## src/design/bsm_ram.sv

```systemverilog
// Single-port-write, single-port-read memory with registered read data.
`default_nettype none

module bsm_ram #(
  parameter int unsigned DEPTH = 512,
  parameter int unsigned WIDTH = 8
) (
  input  wire logic                     clk_i,
  input  wire logic                     we_i,
  input  wire logic [$clog2(DEPTH)-1:0] waddr_i,
  input  wire logic [WIDTH-1:0]         wdata_i,
  input  wire logic [$clog2(DEPTH)-1:0] raddr_i,
  output logic      [WIDTH-1:0]         rdata_o
);

  logic [WIDTH-1:0] mem_q [DEPTH];

  always_ff @(posedge clk_i) begin
    if (we_i) begin
      mem_q[waddr_i] <= wdata_i;
    end
  end

  always_ff @(posedge clk_i) begin
    rdata_o <= mem_q[raddr_i];
  end

endmodule

`default_nettype wire

```

## config.mk

```make
export PLATFORM = sky130hd
export DESIGN_NAME = bsm_ram
export DESIGN_NICKNAME = d
export VERILOG_FILES = /design/src/design/bsm_ram.sv
export SDC_FILE = /design/constraint.sdc
export NUM_CORES = 2
export LEC_CHECK = 0
export BUFFER_PORTS_ARGS = -buffer_cell sky130_fd_sc_hd__buf_4
export CAP_MARGIN = 20
export CORE_MARGIN = 2
export CORE_UTILIZATION = 35
export CTS_CLUSTER_DIAMETER = 200
export DETAILED_ROUTE_END_ITERATION = 7
export GPL_ROUTABILITY_DRIVEN = 0
export PLACE_DENSITY = 0.45
export SLEW_MARGIN = 40
export SYNTH_ARGS = -nofsm -noshare
export SYNTH_HDL_FRONTEND = slang
export SYNTH_SLANG_ARGS = --single-unit
export TNS_END_PERCENT = 30
```

## constraint.sdc

```tcl
create_clock -name clk_i -period 7.6 [get_ports clk_i]
set_clock_uncertainty 0.1 [all_clocks]
set_input_delay 1.52 -clock clk_i [delete_from_list [all_inputs] [get_ports clk_i]]
set_output_delay 1.52 -clock clk_i [all_outputs]
set_load 0.05 [all_outputs]
```

==> qor.csv <==
metric,value,unit
YS warnings,0,
Hold WS,0.745,ns
list of most frequent post-synthesis cells,"edfxtp_1 (4096), mux2i_1 (797), mux4_2 (654)",
asr flop ratio synth,0,%
Slew headroom,35.2,%
Die ar.,462000,sq um
Root Buffer Master,clkbuf_16,
cts hold-fix bufs,0,
# Max-Cap Violations,0,
Final Hold Vio Count,0,
cts bufs inserted,445,
post-synth top area share,76.9,%
Starting Density,35.1,%
Max H-tree Level,5,
highest clock rate,210,MHz
gr usage total,20.0,%
share of layout cells above drive strength 1,22.3,%
Total Wirelength,473,mm
Worst Hold Class,in -> reg,
CTS Buffer Depth,4,
Synth area leaders,"edfxtp_1 (77%), mux4_2 (9.2%), mux2i_1 (5.0%), o221ai_1 (2.0%), nor2_1 (1.4%)",
Worst Path Required,8.46,ns
core region area,456000,sq um
CP Launch Type,input pin,
Mapped Cells,8030,
leakage power,56.8,nW
row count,248,
Hold Crit Depth,1,
initial antenna violation count,26,
nets,8252,
"CTS clk-pin slew, worst paths",0.06,ns
total grt overflow,0,
Tmin final,4.76,ns
Clock Latency Late Sink,1.05,ns
DR DRC count,0,
vias in the first global route,81900,
Routed wire per std cell,32.4,microns
synth unique cells,51,
Fill cells,40400,
post-cts resize count,0,
Synth Cell Area,160000,sq um
post-synth top area cell,edfxtp_1,
total negative setup slack,0,ns
PwrDens,265,nW/um^2
Setup Viol. Count Final,0,
Worst VDD drop,210,uV
Syn Nets,8058,
vias per cell,5.54,
Die Y-Extent,680,microns
Final Max Slew Viols,0,
DP Wirelength,288,mm
syn avg cell area,19.9,sq um
Critical Path End Type,register,
Seq cells post-synth,4104,
part of the cycle the worst path needs,62.6,%
Setup Buffers After CTS,0,
depth of the most critical reg-to-reg path,8,
DR vias,80900,
crit path kind,in -> reg,
DRT antenna net count,0,
number of port buffers,35,
"Seq/Total Area, Yosys",77.0,%
outcome,finished clean,
RSZ-0062 raised after global routing,false,
drt pass-1 iters,5,
top-count cell post-synth,edfxtp_1,
Ports,36,
TritonCTS clock tree,yes,
dominant synthesized flop cell,edfxtp_1,
largest net degree at the start of global routing,174,
CP arrival,5.61,ns
Layout area overhead,14.2,%
Tightest Pin Transition,0.972,ns
Die X,680,microns
maximum fanout along the worst path,70,
"EDFF count, synth",4096,
initial drt markers,8266,
number of clock sinks,4104,
first-pass GRT wire length,658,mm
==> path summary, 6_finish.rpt <==
kind / from / to / slack, ns
hold / removal: wdata_i[3] / mem_q[506][3]$_DFFE_PP_ / 0.74
setup reg to reg: mem_q[265][7]$_DFFE_PP_ / rdata_o[7]$_DFF_P_ / 4.31
hold reg to reg: mem_q[153][3]$_DFFE_PP_ / rdata_o[3]$_DFF_P_ / 1.09
setup / recovery: raddr_i[0] / rdata_o[7]$_DFF_P_ / 2.84
==> per-stage QoR <==
stage / worst slack, ns / cell area [sq um] / power, mW / util, % / std cells
floorplan: 4.01 / 160000 / 26.6 / - / 8030
global placement: 0.433 / 167000 / 27.9 / 36.7 / 13800
detailed placement: 1.82 / 168000 / 27.9 / 36.8 / 13800
CTS: 2.92 / 182000 / 48.8 / 39.9 / 14600
global route: 2.89 / 183000 / 49.7 / 40.1 / 14600
finish: 2.84 / 183000 / 48.4 / 40.1 / 14600
==> registers in the layout (all words and copies together) (netlist names) <==
name     cells
rdata_o      8
mem_q     4096
==> cell usage in the layout (no fill, tap or decap), types with 7 or more instances in the layout <==
cell        count
buf_16         13
clkinv_8        9
dfxtp_1         8
nor2_1        293
o21ai_0       109
nand4_1        32
inv_6           9
o22ai_1       163
bufinv_16      34
nor2_2        304
o2111a_1        8
nor3_1        107
buf_12         57
clkinvlp_4     12
clkinv_1      122
nor4_1         33
a21oi_1       194
clkinv_2       88
a22oi_1        61
o41ai_2         7
clkbuf_1       89
and2_1         18
nand2_2        36
a211oi_1       17
clkbuf_16     448
edfxtp_1     4096
nand2_1        63
buf_4         173
o221ai_1      371
o31ai_1        13
mux2i_1       797
mux4_2        654
nand2_4         9
o21ai_1         9
buf_8          10
nand3_1        32
==> routing by layer <==
metal  track usage [%]  share of wire [%]  wire length, microns
met1              28.2                 44                206000
met2              32.7                 48                228000
met3              2.98                5.6                 26600
met4              4.62                2.4                 11100
met5                 0             0.0087                    41
==> final cells by class <==
cell class              count  area (sq um)  area share (%)
inverters                   3          20.0          0.0110
diodes                      3          7.51         0.00411
repair buffers            260          3030            1.66
clock buffers             537         11500            6.32
well taps                6000          7510            4.11
multi-input cells        3410         35000            19.1
flip-flops and latches   4104        123000            67.4
clock inverters           282          2430            1.33
==> report_power, final <==
| part | switching [mW] | internal [mW] | total [mW] |
|---|---|---|---|
| combinational | 1.70 | 0.746 | 2.44 |
| sequential | 0.0287 | 24.9 | 25.0 |
| clock | 9.01 | 11.9 | 20.9 |
| total | 10.7 | 37.6 | 48.4 |
==> cell families after synthesis <==
family / Yosys count / share of synthesized area, %
AOI/OAI and AO/OA: 979 / 4.31
DFF: 4104 / 77.0
and+or+nand+nor: 980 / 2.63
buffers and inverters: 516 / 1.85
muxes: 1451 / 14.2
==> worst max-delay path: stages <==
cell and delay (ns):
buf_16 0.43, buf_4 0.57, mux2i_1 0.15, o221ai_1 0.43, a21oi_1 0.23, nor4_2 0.63, nand4_1 0.28, nor4_2 0.65
buf_4 0.27, o2111a_1 0.20
No activity file was read; power rests on OpenSTA's default activity.
