File: src/design/bsm_pkg.sv
// Shared types, codes and opcode tables of the byte stack machine executor.
`default_nettype none

package bsm_pkg;

  localparam int unsigned IdxW = 11;

  typedef enum logic [4:0] {
    OP_HEAD_INC = 5'd1,
    OP_HEAD_DEC = 5'd2,
    OP_TAPE_GET = 5'd3,
    OP_TAPE_PUT = 5'd4,
    OP_PUSH_ONE = 5'd5,
    OP_DOUBLE   = 5'd6,
    OP_JUMP     = 5'd7,
    OP_SELECT   = 5'd8,
    OP_READ_A   = 5'd9,
    OP_PUT_NUM  = 5'd10,
    OP_ADD      = 5'd11,
    OP_SUB      = 5'd12,
    OP_MUL      = 5'd13,
    OP_DIV      = 5'd14,
    OP_READ_B   = 5'd15,
    OP_PUT_CHR  = 5'd16
  } op_e;

  typedef enum logic [2:0] {
    STAT_RUN   = 3'd0,
    STAT_DONE  = 3'd1,
    STAT_BADOP = 3'd2,
    STAT_UNDER = 3'd3,
    STAT_OVER  = 3'd4,
    STAT_DIVZ  = 3'd5
  } status_e;

  typedef enum logic [2:0] {
    S_CLEAR,
    S_IDLE,
    S_EXEC,
    S_TREAD,
    S_POP,
    S_OP,
    S_DIV,
    S_DIVQ
  } state_e;

  typedef enum logic [2:0] {
    ALU_ADD,
    ALU_SUB,
    ALU_MUL,
    ALU_DBL,
    ALU_CMP,
    ALU_DIVSTEP
  } alu_op_e;

  typedef struct packed {
    alu_op_e    op;
    logic [7:0] x;
    logic [7:0] y;
    logic       cin;
  } alu_req_t;

  typedef struct packed {
    logic [7:0] res;
    logic       qbit;
    logic       zero;
    logic       neg;
  } alu_rsp_t;

  function automatic logic op_valid(op_e op);
    logic ok;
    case (op)
      OP_HEAD_INC, OP_HEAD_DEC, OP_TAPE_GET, OP_TAPE_PUT, OP_PUSH_ONE, OP_DOUBLE,
      OP_JUMP, OP_SELECT, OP_READ_A, OP_PUT_NUM, OP_ADD, OP_SUB, OP_MUL, OP_DIV,
      OP_READ_B, OP_PUT_CHR: ok = 1'b1;
      default: ok = 1'b0;
    endcase
    return ok;
  endfunction

  function automatic logic [2:0] pops_of(op_e op);
    logic [2:0] n;
    case (op)
      OP_TAPE_PUT, OP_DOUBLE, OP_JUMP, OP_PUT_NUM, OP_PUT_CHR: n = 3'd1;
      OP_ADD, OP_SUB, OP_MUL, OP_DIV: n = 3'd2;
      OP_SELECT: n = 3'd4;
      default: n = 3'd0;
    endcase
    return n;
  endfunction

  function automatic logic grows_stack(op_e op);
    logic g;
    case (op)
      OP_TAPE_GET, OP_PUSH_ONE, OP_READ_A, OP_READ_B: g = 1'b1;
      default: g = 1'b0;
    endcase
    return g;
  endfunction

endpackage

`default_nettype wire

File: src/design/bsm_alu.sv
// Shared byte arithmetic unit: add, subtract, multiply, double, compare, divide step.
`default_nettype none

module bsm_alu (
  input  wire bsm_pkg::alu_req_t req_i,
  output bsm_pkg::alu_rsp_t      rsp_o
);

  import bsm_pkg::*;

  logic [15:0] prod;
  logic [8:0]  part;
  logic [9:0]  diff;

  always_comb begin
    prod  = req_i.x * req_i.y;
    part  = {req_i.x, req_i.cin};
    diff  = {1'b0, part} - {2'b00, req_i.y};
    rsp_o = '0;
    rsp_o.zero = (req_i.x == 8'd0);
    rsp_o.neg  = req_i.x[7];
    case (req_i.op)
      ALU_ADD: rsp_o.res = req_i.x + req_i.y;
      ALU_SUB: rsp_o.res = req_i.x - req_i.y;
      ALU_MUL: rsp_o.res = prod[7:0];
      ALU_DBL: rsp_o.res = {req_i.x[6:0], 1'b0};
      ALU_CMP: rsp_o.res = req_i.x;
      ALU_DIVSTEP: begin
        rsp_o.qbit = ~diff[9];
        rsp_o.res  = diff[9] ? part[7:0] : diff[7:0];
      end
      default: rsp_o.res = req_i.x;
    endcase
  end

endmodule

`default_nettype wire

File: config.mk
export PLATFORM = sky130hd
export DESIGN_NAME = bsm_alu
export DESIGN_NICKNAME = d
export VERILOG_FILES = /design/src/design/bsm_pkg.sv /design/src/design/bsm_alu.sv
export SDC_FILE = /design/constraint.sdc
export NUM_CORES = 1
export LEC_CHECK = 0
export BUFFER_PORTS_ARGS = -buffer_cell sky130_fd_sc_hd__buf_2
export CORE_MARGIN = 2
export CORE_UTILIZATION = 50
export DETAILED_ROUTE_END_ITERATION = 7
export PLACE_DENSITY = 0.71
export SLEW_MARGIN = 20
export SYNTH_ARGS = -nofsm -noshare
export SYNTH_HDL_FRONTEND = slang
export SYNTH_SLANG_ARGS = --single-unit
File: constraint.sdc
create_clock -name vclk -period 13.5
set_input_delay 2.7 -clock vclk [all_inputs]
set_output_delay 2.7 -clock vclk [all_outputs]
set_load 0.02 [all_outputs]
==> results of run 1 <==
==> logic make-up (layout without fill, tap and decap cells) <==
logic type / count (synthesis) / count (layout) / synth area share
adders and majority gates: 51 / 51 / 0.3542
buffers and inverters: 50 / 72 / 0.09600
and+or+nand+nor: 82 / 82 / 0.1801
muxes: 12 / 12 / 0.06023
AOI/OAI and AO/OA: 57 / 57 / 0.1717
xor gates and xnor gates: 33 / 33 / 0.1377
==> through the flow <==
step,total power [mW],setup slack [ns],hold WS [ns],std cells,cell area [µm²]
3_3_place_gp,0.1374,4.384,5.719,357,2268
2_1_floorplan,0.1070,4.751,5.513,285,2098
3_5_place_dp,0.1393,4.271,5.721,357,2268
6_report,0.1397,4.260,5.723,357,2268
5_1_grt,0.1575,4.069,5.726,357,2268
4_1_cts,0.1400,4.264,5.721,357,2268
==> worst max-delay path by stage <==
stage	from	endpoint	slack [ns]	depth (start not counted)
3_3_place_gp	req_i[11]	rsp_o[10]	4.38	17
2_1_floorplan	req_i[3]	rsp_o[10]	4.75	15
5_1_grt	req_i[11]	rsp_o[10]	4.07	17
4_1_cts	req_i[11]	rsp_o[10]	4.26	17
6_report	req_i[11]	rsp_o[10]	4.26	17
3_5_place_dp	req_i[11]	rsp_o[10]	4.27	17
==> worst max-delay path, delay by kind of cell <==
kind | cells | cell delay (ns)
simple gates | 1 | 0.11
fa+ha+maj | 6 | 2.49
buf+inv | 6 | 0.60
compound gates | 2 | 0.28
xor+xnor | 2 | 0.34
==> cell usage after synthesis (2+ instances only) <==
cell,number
xor2_1,8
nor4_1,2
nor2b_1,6
ha_1,37
mux2i_1,10
xnor2_1,25
fa_1,14
inv_1,40
clkbuf_1,5
a21o_1,3
nor2_1,27
nand3_1,2
nand2_1,25
buf_2,2
and2_1,7
o21a_1,5
or4_1,2
o21ai_0,11
a211oi_1,2
o21ai_1,4
a21oi_1,15
a31oi_1,5
nor3_1,7
==> cells in the final DEF (no fill, tap or decap), drive strengths merged <==
cell type	Yosys	layout
o2111ai	1	1
or4	2	2
xnor2	25	25
and3	1	1
buf	4	31
a211oi	2	2
o31a	1	1
o221ai	1	1
nor4	2	2
a21oi	16	16
nand3b	1	1
nand2b	1	1
a32oi	1	1
nor2	27	27
fa	14	14
mux2	2	2
xor2	8	8
o21ai	16	16
nor2b	7	7
nor3	7	7
a211o	1	1
o21a	5	5
ha	37	37
a31oi	5	5
and2	7	7
o41ai	1	1
nand2	25	25
clkinv	1	1
nand3	2	2
o211a	1	1
a21o	3	3
mux2i	10	10
a31o	1	1
a22oi	1	1
o21bai	1	1
inv	40	40
==> routing by layer <==
layer,vias to the layer above,share of wire,track usage
met5,-,0,0
met4,0,0.012,0.02696
met3,6,0.033,0.004870
met2,44,0.46,0.4038
met1,921,0.50,0.3403
li1,1003,-,-
==> power by group through the flow <==
| stage | logic, mW | clock network (mW) | registers, mW |
|---|---|---|---|
| 2_1_floorplan | 0.107 | 0 | 0 |
| 3_3_place_gp | 0.137 | 0 | 0 |
| 3_5_place_dp | 0.139 | 0 | 0 |
| 4_1_cts | 0.140 | 0 | 0 |
| 5_1_grt | 0.158 | 0 | 0 |
| 6_report | 0.140 | 0 | 0 |
==> final cells by class <==
cell class | instances | area (µm²) | share of cell area
inverter | 41 | 153.9 | 0.06784
multi-input combinational | 235 | 1897 | 0.8362
tap | 50 | 62.56 | 0.02758
timing repair buffer | 31 | 155.1 | 0.06839
==> impl_results.md, run 1 <==
- ANT cells: 0
- Worst IR Drop VDD: between 0.02 and 0.025 mV
- Die Wd: between 60 and 70 µm
- Layout net count: 380
- Sequential Area: 0 µm²
- Total gr overflow: 0
- Sequential share of power: 0
- Leakage: 1.146 nW
- Final Max Tran Viols: 0
- Setup Buffers After CTS: 0
- Drt pass-1 iters: 4
- Synth top area share: 0.2206
- Global-route wire length before repair: 8.521 mm
- Final Hold Viols: 0
- Slew HR: 0.6986
- RSZ-0062 raised after global routing: no
- Final core utilization: 0.5630
- Share of layout cells above drive strength 1: 0.1205
- Layout Area Growth over Synthesis: 8.110%
- P_sw: 79.54 µW
- Pwr dens: 61.58 nW/µm²
- Slowest CP cell: fa_1
- Period utilisation layout: 0.6844
- Vias in the first global route: ~1800
- Critical Path AT: around 6.5 ns
- CP Class: in -> out
- Initial drt markers: 100
- Startpoint type of the worst setup path: primary input
- Gr usage total: 0.2355
- Post-route ant nets: 0
- Critical path peak fanout: 12
- Sequential element share of the synthesized area: 0
- Worst Path Required: 10.80 ns
- Sw Ratio: 0.5694
- Vias per Instance: ~5.5
- Unique cell type count in the Yosys netlist: 44
- Worst Setup End Kind: primary output
- Net count after synthesis: 356
- Drt drc: 0
- Clock buf count: 0
- Initial core utilization: 0.5208
- Antenna violations before repair: 0
- Mean Syn Cell Area: roughly 7.4 µm²
- Total core area: slightly above 4000 µm²
- Synth area leader: ha_1
- WHS Endpoint: rsp_o[0]
- Synth Cell Area: 2098 µm²
- CTS hold repair buffers: 0
- WL/cell: ~15 µm
- Vias: roughly 2000
- Status: complete, no violations
- Top cells by area, synth: ha_1, fa_1, xnor2_1
- Clock share of power: 0
- FILL cells: approximately 440
- Hold Startpoint: req_i[16]
- Type of the tightest min-delay check: in -> out
- Max Freq: between 100 and 150 MHz
- RD Place Congestion: 0.9256
- Die footprint: 4731 µm²
- Rows: 23
- Hold Path Depth: 2
- Io pins: 31
- Combinational share of power: 1.000
- Die extent in y: just under 70 µm
- Final worst path period need: 9.240 ns
- Post-CTS Resized: 0
- Synth Instances: 285
- Seq cells: 0
- Synth warn: 0
- Largest net degree at the start of global routing: 21
- DPL Wire Length: ~4.4 mm
- Slew @ Worst Pin: 0.4463 ns
- CP Cell Sequence: buf_2 -> ha_1 -> inv_1 -> fa_1 -> fa_1 -> inv_1 -> fa_1 -> inv_1 -> fa_1 -> inv_1 -> ha_1 -> a21oi_1 -> xnor2_1 -> xnor2_1 -> nand3b_1 -> o2111ai_1 -> buf_2
- Pint: roughly 60 µW
- PortBufs: 31
- Max-Cap Viols: 0
- Final setup vio count: 0
- Final WL: 5.240 mm
- CP max stage delay: between 0.5 and 0.6 ns
- Sum Neg Setup Slack: 0 ns
Power figures use the tool's default switching activity.
==> run 2: changes to the inputs <==
==> constraint.sdc (replaced) <==
create_clock -name vclk -period 9.3
set_input_delay 1.86 -clock vclk [all_inputs]
set_output_delay 1.86 -clock vclk [all_outputs]
set_load 0.02 [all_outputs]
==> run 2 against run 1 <==
Critical path depth did not move. Worst hold slack worse by 1.7 ns. Worst setup slack worse by 2.5 ns. Critical endpoint unchanged. Die area unchanged. Largest cell class unchanged. Final cell count stayed put. Largest power group unchanged. Utilization did not move. Highest routed layer unchanged. Sequential share of layout area did not move. Critical path type unchanged. Clock-buffer cell count unchanged.
==> impl_results.md, run 2 (synthesis gave the netlist of run 1 again) <==
- Startpoint type of the worst setup path: primary input (unchanged)
- WL/cell: 14.32 µm (was 14.68 µm)
- Pint: 87.39 µW (was 60.14 µW)
- Gr usage total: 0.2304 (was 0.2355)
- Rows: 23 (unchanged)
- Worst Setup End Kind: primary output (unchanged)
- Global-route wire length before repair: 8.259 mm (was 8.521 mm)
- Max Freq: about 130 MHz
- Initial core utilization: 0.5208 (unchanged)
- Io pins: 31 (unchanged)
- Die Wd: 68.78 µm (unchanged)
- Slew @ Worst Pin: 0.4452 ns (was 0.4463 ns)
- Critical Path AT: 5.66 ns (was 6.54 ns)
- Type of the tightest min-delay check: in -> out (unchanged)
- Period utilisation layout: 0.8088
- Commonest cells after routing, fill and taps aside: inv_1, ha_1, buf_2 (unchanged)
- Setup Buffers After CTS: 0 (unchanged)
- Sum Neg Setup Slack: 0 ns (unchanged)
- CP Class: in -> out (unchanged)
- CP max stage delay: 0.54 ns (was 0.55 ns)
- DPL Wire Length: 4.299 mm (was 4.383 mm)
- Largest net degree at the start of global routing: 21 (unchanged)
- Vias: 1942 (was 1974)
- Hold Path Depth: 2 (unchanged)
- Post-Place Setup Slack: 1.767 ns (was 4.271 ns)
- Final Hold Viols: 0 (unchanged)
- Worst Path Required: 7.44 ns (was 10.80 ns)
- Commonest non-fill, non-tap cell in the layout: inv_1 (unchanged)
- Total gr overflow: 0 (unchanged)
- Critical path peak fanout: 12 (unchanged)
- Sequential share of power: 0 (about the same)
- Vias per Instance: 5.440 (was 5.529)
- Leakage: 1.146 nW (unchanged)
- Max-Cap Viols: 0 (unchanged)
- Post-route ant nets: 0 (unchanged)
- Drt drc: 0 (unchanged)
- Sw Ratio: 0.5666 (was 0.5694)
- Clock buf count: 0 (unchanged)
- ANT cells: 0 (unchanged)
- Slowest CP cell: fa_1 (unchanged)
- Post-CTS Resized: 0 (unchanged)
- Pwr dens: 88.88 nW/µm² (was 61.58 nW/µm²)
- Vias in the first global route: 1768 (was 1821)
- Initial drt markers: 83 (was 100)
- Fin cells: 357 (unchanged)
- Total core area: 4029 µm² (unchanged)
- Clock share of power: 0 (about the same)
- Status: complete, no violations (unchanged)
- Post-placement cell count: 357 (unchanged)
- Final WL: 5.113 mm (was 5.240 mm)
- Sequential Area: 0 µm² (unchanged)
- Combinational share of power: 1.000 (about the same)
- Seq cells: 0 (unchanged)
- Die extent in y: 68.78 µm (unchanged)
- Worst setup margin: 1.778 ns (was 4.260 ns)
- Slew HR: 0.6993 (was 0.6986)
- Die footprint: 4731 µm² (unchanged)
- CP Cell Sequence: buf_2 -> ha_1 -> inv_1 -> fa_1 -> fa_1 -> inv_1 -> fa_1 -> inv_1 -> fa_1 -> inv_1 -> ha_1 -> a21oi_1 -> xnor2_1 -> xnor2_1 -> nand3b_1 -> o2111ai_1 -> buf_2 (unchanged)
- P_sw: 114.2 µW (was 79.54 µW)
- Share of layout cells above drive strength 1: 0.1205 (unchanged)
- PortBufs: 31 (unchanged)
- Layout Area Growth over Synthesis: 8.110% (unchanged)
- CTS hold repair buffers: 0 (unchanged)
- Final worst path period need: 7.522 ns
- Antenna violations before repair: 0 (unchanged)
- Final Max Tran Viols: 0 (unchanged)
- Final setup vio count: 0 (unchanged)
- RSZ-0062 raised after global routing: no (unchanged)
- Drt pass-1 iters: 4 (unchanged)
- Layout net count: 380 (unchanged)
- RD Place Congestion: 0.9256 (unchanged)
- Worst IR Drop VDD: 0.03543 mV (was 0.02495 mV)
[run 2: cell counts in the layout (fill, tap and decap cells not counted)]
No cell type changed its count.
[run 2: worst max-delay path, delay by kind of cell]
family                   cells  cell delay [ns]
AO/OA/AOI/OAI                2             0.28
XOR/XNOR                     2             0.32
adder cells (fa/ha/maj)      6             2.48
buffers and inverters        6             0.60
AND/OR/NAND/NOR              1             0.10
[run 2: worst paths after layout]
kind | slack [ns] | from | endpoint
setup / recovery | 1.78 | req_i[11] | rsp_o[10]
hold / removal | 4.04 | req_i[16] | rsp_o[0]
[run 2: power by group through the flow]
stage | registers, mW | clock network (mW) | logic, mW
floorplan | 0 | 0 | 0.155
global placement | 0 | 0 | 0.199
detailed placement | 0 | 0 | 0.202
CTS | 0 | 0 | 0.203
global route | 0 | 0 | 0.228
finish | 0 | 0 | 0.202
[run 2: area by class of cell]
class,count,area [µm²]
multi-input combinational,235,1897
fill,421,1760
timing repair buffer,31,155.1
inverter,41,153.9
tap,50,62.56
[run 2: metal layers]
layer | GRT usage | routed length [µm]
met1 | 0.3422 | 2487
met2 | 0.3954 | 2392
met3 | 0.001623 | 216
met4 | 0.007353 | 16
met5 | 0 | 0
[run 2: stage by stage]
stage	hold WS (ns)	cell area, µm²	util	power [mW]
after global placement	4.039	2268	0.5630	0.1995
after global routing	4.048	2268	0.5630	0.2282
after CTS	4.040	2268	0.5630	0.2028
after floorplan	3.833	2098	-	0.1553
final	4.038	2268	0.5630	0.2016
after detailed placement	4.040	2268	0.5630	0.2017
==> run 3: changes to the inputs <==
==> constraint.sdc (replaced) <==
create_clock -name vclk -period 7.3
set_input_delay 1.46 -clock vclk [all_inputs]
set_output_delay 1.46 -clock vclk [all_outputs]
set_load 0.02 [all_outputs]
==> run 3 against run 2 <==
Sequential cell count unchanged. Worst hold slack worse by 0.80 ns. First-iteration DRC count increased by 3.6%. Non-clock buffer count stayed put. Die area unchanged. Combinational power grew 27%. Critical path depth stayed put. Cell area is the same.
==> impl_results.md, run 3 (synthesis gave the netlist of run 1 again) <==
- Status: complete, no violations (unchanged)
- Slew HR: 0.6887 (was 0.6993)
- Max-Cap Viols: 0 (unchanged)
- Vias per Instance: 5.485 (was 5.440)
- PortBufs: 31 (unchanged)
- Setup Buffers After CTS: 0 (unchanged)
- Sum Neg Setup Slack: 0 ns (unchanged)
- Total gr overflow: 0 (unchanged)
- Critical path peak fanout: 12 (unchanged)
- CP max stage delay: 0.54 ns (about the same)
- Drt pass-1 iters: 4 (unchanged)
- Die Wd: 68.78 µm (unchanged)
- Fin cells: 357 (unchanged)
- Worst Setup End Kind: primary output (unchanged)
- Slew @ Worst Pin: 0.4609 ns (was 0.4452 ns)
- DPL Wire Length: 4.301 mm (was 4.299 mm)
- Initial core utilization: 0.5208 (unchanged)
- Largest net degree at the start of global routing: 21 (unchanged)
- Period utilisation layout: 0.9155
- Clock buf count: 0 (unchanged)
- Initial drt markers: 86 (was 83)
- Drt drc: 0 (unchanged)
- Die footprint: 4731 µm² (unchanged)
- Global-route wire length before repair: 8.349 mm (was 8.259 mm)
- Max Freq: around 150 MHz
- Die extent in y: 68.78 µm (unchanged)
- Final setup vio count: 0 (unchanged)
- Buf+Inv Stages, Crit Path: 6 (unchanged)
- Sequential Area: 0 µm² (unchanged)
- WL/cell: 14.39 µm (was 14.32 µm)
- Final worst path period need: 6.683 ns
- Vias: 1958 (was 1942)
- Total core area: 4029 µm² (unchanged)
- RD Place Congestion: 0.9256 (unchanged)
- Layout Area Growth over Synthesis: 8.110% (unchanged)
- Worst IR Drop VDD: 0.04510 mV (was 0.03543 mV)
- Rows: 23 (unchanged)
- Final Hold Viols: 0 (unchanged)
- Critical Path AT: 5.22 ns (was 5.66 ns)
- Worst Path Required: 5.84 ns (was 7.44 ns)
- Leakage: 1.146 nW (unchanged)
- Antenna violations before repair: 0 (unchanged)
- Layout net count: 380 (unchanged)
- Post-CTS Resized: 0 (unchanged)
- CP Cell Sequence: buf_2 -> ha_1 -> inv_1 -> fa_1 -> fa_1 -> inv_1 -> fa_1 -> inv_1 -> fa_1 -> inv_1 -> ha_1 -> a21oi_1 -> xnor2_1 -> xnor2_1 -> nand3b_1 -> o2111ai_1 -> buf_2 (unchanged)
- Final core utilization: 0.5630 (unchanged)
- Pwr dens: 112.9 nW/µm² (was 88.88 nW/µm²)
- Post-placement cell count: 357 (unchanged)
- CTS hold repair buffers: 0 (unchanged)
- Vias in the first global route: 1753 (was 1768)
- Commonest non-fill, non-tap cell in the layout: inv_1 (unchanged)
- Startpoint type of the worst setup path: primary input (unchanged)
- Post-route ant nets: 0 (unchanged)
- Type of the tightest min-delay check: in -> out (unchanged)
- Commonest cells after routing, fill and taps aside: inv_1, ha_1, buf_2 (unchanged)
- CP Class: in -> out (unchanged)
- RSZ-0062 raised after global routing: no (unchanged)
- Io pins: 31 (unchanged)
- Final WL: 5.136 mm (was 5.113 mm)
- Final Max Tran Viols: 0 (unchanged)
- ANT cells: 0 (unchanged)
- Slowest CP cell: fa_1 (unchanged)
- Crit path max-delay family: adder cells (unchanged)
- Seq cells: 0 (unchanged)
- Share of layout cells above drive strength 1: 0.1205 (unchanged)
- Gr usage total: 0.2329 (was 0.2304)
==> run 3: area by class of cell <==
class / instances / area [µm²]
inverters: 41 / 153.9
repair buffers: 31 / 155.1
multi-input cells: 235 / 1897
fillers: 421 / 1760
well taps: 50 / 62.56
==> run 3: power breakdown <==
| part | total, mW | switching, mW | internal [mW] |
|---|---|---|---|
| Combinational | 0.256 | 0.145 | 0.111 |
| Clock | 0 | 0 | 0 |
| Sequential | 0 | 0 | 0 |
==> run 3: routing by layer <==
| layer | vias to the layer above | routed length, µm | GRT usage |
|---|---|---|---|
| met5 | - | 0 | 0 |
| met4 | 0 | 49 | 0.02206 |
| met3 | 6 | 196 | 0.009740 |
| met2 | 43 | 2354 | 0.3942 |
| met1 | 914 | 2535 | 0.3396 |
| li1 | 995 | - | - |
==> run 3: metrics by stage <==
| stage | power (mW) | setup slack, ns | hold slack [ns] | area (µm²) |
|---|---|---|---|---|
| floorplan | 0.1978 | 1.031 | 3.033 | 2098 |
| global placement | 0.2542 | 0.6645 | 3.239 | 2268 |
| detailed placement | 0.2568 | 0.5926 | 3.241 | 2268 |
| CTS | 0.2582 | 0.5917 | 3.241 | 2268 |
| global route | 0.2914 | 0.3781 | 3.248 | 2268 |
| finish | 0.2561 | 0.6165 | 3.236 | 2268 |
==> run 3: worst paths after layout <==
path,cells past startpoint,slack [ns],from,end
min,2,3.24,req_i[16],rsp_o[0]
max,17,0.62,req_i[11],rsp_o[10]
